File: config.mk
export PLATFORM = sky130hd
export DESIGN_NAME = rbws_ctrl
export DESIGN_NICKNAME = d
export VERILOG_FILES = /design/src/sv/rbws_pkg.sv /design/src/sv/rbws_ctrl.sv
export SDC_FILE = /design/constraint.sdc
export NUM_CORES = 1
export LEC_CHECK = 0
export ABC_CLOCK_PERIOD_IN_PS = 2050
export BUFFER_PORTS_ARGS = -buffer_cell sky130_fd_sc_hd__buf_2
export CAP_MARGIN = 20
export CORE_UTILIZATION = 49
export DETAILED_ROUTE_END_ITERATION = 8
export PLACE_DENSITY = 0.79
export SETUP_SLACK_MARGIN = 0.5
export SYNTH_ARGS = -nofsm -noshare
export SYNTH_HDL_FRONTEND = slang
export SYNTH_SLANG_ARGS = --single-unit
File: constraint.sdc
create_clock -name clk_i -period 2.05 [get_ports clk_i]
set_input_delay 0.615 -clock clk_i [delete_from_list [all_inputs] [get_ports clk_i]]
set_output_delay 0.615 -clock clk_i [all_outputs]
set_load 0.03 [all_outputs]
File: src/sv/rbws_pkg.sv
// Package for the replica bid window selector.
// Holds the request types, the controller/datapath command and status
// structs and the datapath operation codes. No dependencies.
package rbws_pkg;

  localparam int unsigned TickW = 48;
  localparam int unsigned TgtW  = 10;
  localparam int unsigned DurW  = 32;
  localparam int unsigned RcW   = 4;
  localparam int unsigned CfgIdxW = 2;

  // Configuration register indexes.
  localparam logic [CfgIdxW-1:0] CFG_REPLICA_COUNT     = 2'd0;
  localparam logic [CfgIdxW-1:0] CFG_TRANSFER_DURATION = 2'd1;

  localparam logic [RcW-1:0]  RcReset  = 4'd3;
  localparam logic [DurW-1:0] DurReset = 32'd10000;

  typedef struct packed {
    logic [TickW-1:0] offer_start;
    logic [TickW-1:0] bid_limit;
    logic [TickW-1:0] ack_estimate;
    logic [TgtW-1:0]  bidder_target;
    logic [TgtW-1:0]  bidder_qdepth;
    logic             last_bid;
  } bid_t;

  typedef struct packed {
    logic [TgtW-1:0]  chosen_target;
    logic [TickW-1:0] window_begin;
    logic [TickW-1:0] window_end;
    logic [TgtW-1:0]  peak_qdepth;
    logic             found;
    logic             last_result;
  } res_t;

  // Operations the controller asks of the datapath.
  typedef enum logic [3:0] {
    OP_NONE,
    OP_LOAD,
    OP_SORT_START,
    OP_DCOPY,
    OP_DSHIFT,
    OP_SPAN,
    OP_SCAN,
    OP_ROT,
    OP_GLOAD,
    OP_GROW,
    OP_SORT_ACK,
    OP_QLOAD,
    OP_MAXQ,
    OP_EMIT,
    OP_FAIL
  } op_e;

  typedef struct packed {
    op_e  op;
    logic cnt_clr;
    logic cnt_inc;
    logic adv;
  } cmd_t;

  typedef struct packed {
    logic nb_lt_r;
    logic cnt_last;
    logic cnt_eq_rm1;
    logic cnt_eq_base;
    logic grow_stop;
    logic grow_short;
    logic grow_long;
  } sts_t;

endpackage

File: src/sv/rbws_ctrl.sv
// Controller of the replica bid window selector: the sequencing state machine.
// Depends on rbws_pkg for the command and status structs.
module rbws_ctrl (
  input  logic               clk_i,
  input  logic               rst_ni,
  input  logic               in_valid_i,
  input  logic               in_last_i,
  output logic               in_stall_o,
  output logic               out_valid_o,
  input  logic               out_stall_i,
  input  rbws_pkg::sts_t     sts_i,
  output rbws_pkg::cmd_t     cmd_o
);

  localparam logic [3:0] ST_IDLE   = 4'd0;
  localparam logic [3:0] ST_CHECK  = 4'd1;
  localparam logic [3:0] ST_SORT   = 4'd2;
  localparam logic [3:0] ST_DCOPY  = 4'd3;
  localparam logic [3:0] ST_DSHIFT = 4'd4;
  localparam logic [3:0] ST_SPAN   = 4'd5;
  localparam logic [3:0] ST_SCAN   = 4'd6;
  localparam logic [3:0] ST_ROT    = 4'd7;
  localparam logic [3:0] ST_GROW   = 4'd8;
  localparam logic [3:0] ST_ASORT  = 4'd9;
  localparam logic [3:0] ST_QLOAD  = 4'd10;
  localparam logic [3:0] ST_MAXQ   = 4'd11;
  localparam logic [3:0] ST_EMIT   = 4'd12;
  localparam logic [3:0] ST_FAIL   = 4'd13;

  logic [3:0] state_q, state_d;
  logic       in_acc, out_acc;

  assign in_stall_o  = (state_q != ST_IDLE);
  assign out_valid_o = (state_q == ST_EMIT) || (state_q == ST_FAIL);
  assign in_acc      = in_valid_i && !in_stall_o;
  assign out_acc     = out_valid_o && !out_stall_i;

  // Next state and command decode.
  always_comb begin
    state_d       = state_q;
    cmd_o.op      = rbws_pkg::OP_NONE;
    cmd_o.cnt_clr = 1'b0;
    cmd_o.cnt_inc = 1'b0;
    cmd_o.adv     = 1'b0;
    case (state_q)
      ST_IDLE: begin
        if (in_acc) begin
          cmd_o.op = rbws_pkg::OP_LOAD;
          if (in_last_i) state_d = ST_CHECK;
        end
      end
      ST_CHECK: begin
        cmd_o.cnt_clr = 1'b1;
        state_d = sts_i.nb_lt_r ? ST_FAIL : ST_SORT;
      end
      ST_SORT: begin
        cmd_o.op = rbws_pkg::OP_SORT_START;
        cmd_o.cnt_inc = 1'b1;
        if (sts_i.cnt_last) state_d = ST_DCOPY;
      end
      ST_DCOPY: begin
        cmd_o.op = rbws_pkg::OP_DCOPY;
        cmd_o.cnt_clr = 1'b1;
        state_d = ST_DSHIFT;
      end
      ST_DSHIFT: begin
        if (sts_i.cnt_eq_rm1) begin
          state_d = ST_SPAN;
        end else begin
          cmd_o.op = rbws_pkg::OP_DSHIFT;
          cmd_o.cnt_inc = 1'b1;
        end
      end
      ST_SPAN: begin
        cmd_o.op = rbws_pkg::OP_SPAN;
        cmd_o.cnt_clr = 1'b1;
        state_d = ST_SCAN;
      end
      ST_SCAN: begin
        cmd_o.op = rbws_pkg::OP_SCAN;
        cmd_o.cnt_inc = 1'b1;
        if (sts_i.cnt_last) begin
          cmd_o.cnt_clr = 1'b1;
          state_d = ST_ROT;
        end
      end
      ST_ROT: begin
        if (sts_i.cnt_eq_base) begin
          cmd_o.op = rbws_pkg::OP_GLOAD;
          state_d = ST_GROW;
        end else begin
          cmd_o.op = rbws_pkg::OP_ROT;
          cmd_o.cnt_inc = 1'b1;
        end
      end
      ST_GROW: begin
        cmd_o.op = rbws_pkg::OP_GROW;
        cmd_o.cnt_clr = 1'b1;
        if (sts_i.grow_stop) begin
          if (sts_i.grow_short) state_d = ST_FAIL;
          else if (sts_i.grow_long) state_d = ST_ASORT;
          else state_d = ST_QLOAD;
        end
      end
      ST_ASORT: begin
        cmd_o.op = rbws_pkg::OP_SORT_ACK;
        cmd_o.cnt_inc = 1'b1;
        if (sts_i.cnt_last) state_d = ST_QLOAD;
      end
      ST_QLOAD: begin
        cmd_o.op = rbws_pkg::OP_QLOAD;
        cmd_o.cnt_clr = 1'b1;
        state_d = ST_MAXQ;
      end
      ST_MAXQ: begin
        cmd_o.op = rbws_pkg::OP_MAXQ;
        cmd_o.cnt_inc = 1'b1;
        if (sts_i.cnt_eq_rm1) begin
          cmd_o.cnt_clr = 1'b1;
          state_d = ST_EMIT;
        end
      end
      ST_EMIT: begin
        cmd_o.op = rbws_pkg::OP_EMIT;
        if (out_acc) begin
          cmd_o.adv = 1'b1;
          cmd_o.cnt_inc = 1'b1;
          if (sts_i.cnt_eq_rm1) state_d = ST_IDLE;
        end
      end
      ST_FAIL: begin
        cmd_o.op = rbws_pkg::OP_FAIL;
        if (out_acc) begin
          cmd_o.adv = 1'b1;
          state_d = ST_IDLE;
        end
      end
      default: state_d = ST_IDLE;
    endcase
  end

  always_ff @(posedge clk_i or negedge rst_ni) begin
    if (!rst_ni) begin
      state_q <= ST_IDLE;
    end else begin
      state_q <= state_d;
    end
  end

endmodule

==> flow_summary.toml, run 1 <==
[die]
fp.dieH_um = 38.69
rows = 12
io_pins = 21
die_w_um = 38.69
start_util = 0.5630

[synthesis]
yosys_most_used_dff = "dfrtp_1"
synth_area_per_cell_um2 = 7.757
seq_area_frac_synth = 0.1518
synth_compound_area_frac = 0.2751
synth-simple-area-share = 0.4175
yosys-mux-area-fraction = 0.03036
ys_types = 43
syn_nets = 97
yosys_warnings = 0
netlist_area_um2 = 659.4
synth_async_sr_flop_share = 1.000
synth_edf_count = 0
synthAdderAreaFrac = 0
synth-xor-area-share = 0
synth_top_family_by_area = "simple AND/OR/NAND/NOR gates"
synthCells = 85
synth-seq-cells = 4

[clock_tree]
clockBufferDepth = 2
cts_inserted_buffers = 3
clock-root-buffer = "clkbuf_4"
cts-htree-levels = 1
cts_sinks = 4
ctsHoldBuffers = 0

[outcome]
status = "did not finish"
haltStage = "global routing (5_1_grt)"
error = "[ERROR DPL-0038] Utilization greater than 100%, impossible to legalize"

[grt]
grt_max_degree = 16

[placed_design]
routabilityCongestion = 0.7799
place_area_um2 = 928.4
io_buffers = 20
dp_hpwl_mm = 1.388

[timing]
worstEndpointType = "output port"
postGrtWorstEndpoint = "cmd_o[5]"
kinds of logic after synthesis:
kind of cell,after synthesis
muxes,2
and+or+nand+nor,46
AOI/OAI and AO/OA,24
DFF,4
buffers and inverters,9
cell usage after synthesis (all sizes together) (3+ instances only):
library cell   n  share of area
nand2          9          0.055
o21ai          4          0.030
clkbuf         4          0.068
nor3           4          0.030
nand3b         3          0.040
a21oi          7          0.065
dfrtp          4           0.15
buf            4          0.051
nor2          12          0.072
timing repair:
action / 4_1_cts
pin swaps: 3
resized for setup: 31
endpoints found under the setup margin: 13
setup buffers: 8
per-stage QoR:
stage / std cells / setup TNS (ns) / worst slack, ns
CTS: 137 / -0.4552 / -0.09936
detailed placement: 126 / -0.1795 / -0.09760
global placement: 126 / -0.1001 / -0.05470
floorplan: 85 / 0 / 0.03390
==> run 2, diff against run 1 <==
--- a/config.mk
+++ b/config.mk
@@ -8,10 +8,10 @@
 export ABC_CLOCK_PERIOD_IN_PS = 2050
 export BUFFER_PORTS_ARGS = -buffer_cell sky130_fd_sc_hd__buf_2
 export CAP_MARGIN = 20
-export CORE_UTILIZATION = 49
+export CORE_AREA = 2 2 63 65
 export DETAILED_ROUTE_END_ITERATION = 8
-export PLACE_DENSITY = 0.79
-export SETUP_SLACK_MARGIN = 0.5
+export DIE_AREA = 0 0 65 67
+export PLACE_DENSITY_LB_ADDON = 0.15
 export SYNTH_ARGS = -nofsm -noshare
 export SYNTH_HDL_FRONTEND = slang
 export SYNTH_SLANG_ARGS = --single-unit
==> run 2 against run 1 <==
  * The flow now finishes, with violations (negative setup slack)
  * Synthesized area unchanged
  * Synthesized cell count unchanged
==> flow_summary.toml, run 2 <==
[outcome]
status = "complete, but fails checks"
violations = "negative setup slack"

[synthesis]
synth-seq-cells = 4
synthCells = 85
netlist_area_um2 = 659.4
seq_area_frac_synth = 0.1518
yosys_most_used_dff = "dfrtp_1"
ys_types = 43
synth-xor-area-share = 0
synth_async_sr_flop_share = 1.000
synth_top_area_frac = 0.1518
synth_edf_count = 0
yosys-mux-area-fraction = 0.03036
synthTopCellsByArea = "dfrtp_1 15%, clkbuf_8 6.3%, nor2_1 6.3%, nand2_1 4.6%, a21oi_1 3.8%"
synth_area_per_cell_um2 = 7.757
yosysTopAreaCell = "dfrtp_1"
synth_top_family_by_area = "simple AND/OR/NAND/NOR gates"
synthTopCellsByCount = "11 x nor2_1, 8 x nand2_1, 5 x a21oi_1"
synth_compound_area_frac = 0.2751
syn_nets = 97
synthAdderAreaFrac = 0
yosys_warnings = 0
yosys.cell_count.top_type = "nor2_1"
synth-simple-area-share = 0.4175

[die]
io_pins = 21
die_w_um = 65
rows = 22
fp.coreArea_mm2 = 0.003606
die_area_mm2 = 0.004355
fp.dieH_um = 67
start_util = 0.1829

[cells_and_area]
largest_register = "state_q"
largest_register_ffs = 4
final_cell_count_no_fill = 166
final_cell_area_mm2 = 0.001030
nets = 132
synthToLayoutAreaGrowth_pct = 56.17
layout_commonest_cell = "buf_4"
finish.utilization = 0.2856
antenna-diode-count = 0
largestRegisters = "state_q: 4 flops"
mostFrequentLayoutCells = "20 x buf_4, 12 x buf_2, 10 x nor2_1"
layout-drive-gt1-share = 0.5508

[placed_design]
dp_hpwl_mm = 1.596
place_area_um2 = 885.9
io_buffers = 20
routabilityCongestion = 0.7017
post-place-cells = 160
post-place-ws_ns = -0.1085

[timing]
skew_ns = 0.001402
fmax_mhz = 466.2
hold_ws_ns = 0.1986
worstMarginPinSlew_ns = 0.3353
fin_crit_sh = 1.046
setup_viol = 5
setup_tns_ns = -0.2501
rsz0062_at_grt = "true"
fin_crit_ns = 2.145
slew_headroom = 0.7760
hold_violations = 0
slew_violations = 0
finalWorstSetupSlack_ns = -0.09506

[grt]
grt_pass1_wl_mm = 3.312
antenna_found_initial = 0
grt_max_degree = 12
globalRouteOverflowTotal = 0
grtUsageTotal = 0.09761
grt_pass1_vias = 752

[clock_tree]
ctsHoldBuffers = 0
cts_inserted_buffers = 3
cts_tree = "built"
cts-htree-levels = 1
clock-root-buffer = "clkbuf_8"
path_clk_slew_ns = 0.03
cts_sinks = 4
insertion_delay_ns = 0.21
clockBufferDepth = 2

[routing]
vias_per_cell = 4.518
antenna_left = 0
drt_iter0_drc = 20
routed-via-count = 750
drc_errors = 0
drt_wl_total_mm = 1.982
drt-wirelength-per-cell_um = 11.94
drtPass1Iterations = 4

[worst_setup_path]
r2r.worst_path.cells = 8
worstPathMaxFanout = 3
crit_path_end_kind = "output pin"
r2r-start = "state_q[0]"
critPathLaunchType = "input pin"
critical_path_class = "in -> out"
arrival_ns = 1.53
crit_required_ns = 1.43
worstSetupStartpoint = "sts_i[4]"

[power_and_ir_drop]
worst_ir_drop_vdd_mv = 0.3821
pwr_density_cell_mw_per_mm2 = 1956
p_leak_nw = 0.4526
fin_total_pwr_mw = 2.015

[hold_path]
hold_path_class = "in -> async"

[run]
cap_violations = 0
run 2: layer usage:
metal	vias up	routed length, um	GRT usage
li1	376	-	-
met2	14	1093	0.1907
met1	358	808	0.1029
met4	0	15	0.03191
met5	-	0	0
met3	2	65	0.02027
run 2: kinds of logic after synthesis:
logic type,count (synthesis)
flip-flops,4
AO/OA/AOI/OAI,24
buffers and inverters,9
multiplexers,2
AND/OR/NAND/NOR,46
run 2: path summary, 6_finish.rpt:
path,end,slack [ns]
min in group clk_i,state_q[1],0.77
hold reg to reg,state_q[1],0.77
hold / removal,state_q[3],0.20
setup reg to reg,state_q[1],0.21
max in group asynchronous,state_q[0],1.72
setup / recovery,cmd_o[1],-0.1
run 2: power by group:
group	switching [mW]	total (mW)	internal [mW]
clock network	0.0360	0.161	0.125
logic	0.843	1.63	0.789
registers	0.0923	0.222	0.129
run 2: repair_timing:
item / CTS / global route
setup endpoints to repair: 8 / 8
resized for setup: 17 / 4
buffers inserted: 3 / 0
pin swaps: 5 / 2
run 2: worst max-delay path, stage by stage:
cell and delay (ns):
buf_6 0.09, or3_4 0.38, a21oi_4 0.16, nand3b_1 0.14, buf_6 0.14
run 2: area by class of cell:
cell class / count / area (um^2)
Inverter: 1 / 3.754
Tap cell: 48 / 60.06
Timing Repair Buffer: 38 / 286.5
Fill cell: 410 / 2576
Multi-Input combinational cell: 72 / 534.3
Clock buffer: 3 / 41.29
Sequential cell: 4 / 103.9
No activity file was read; power rests on OpenSTA's default activity.
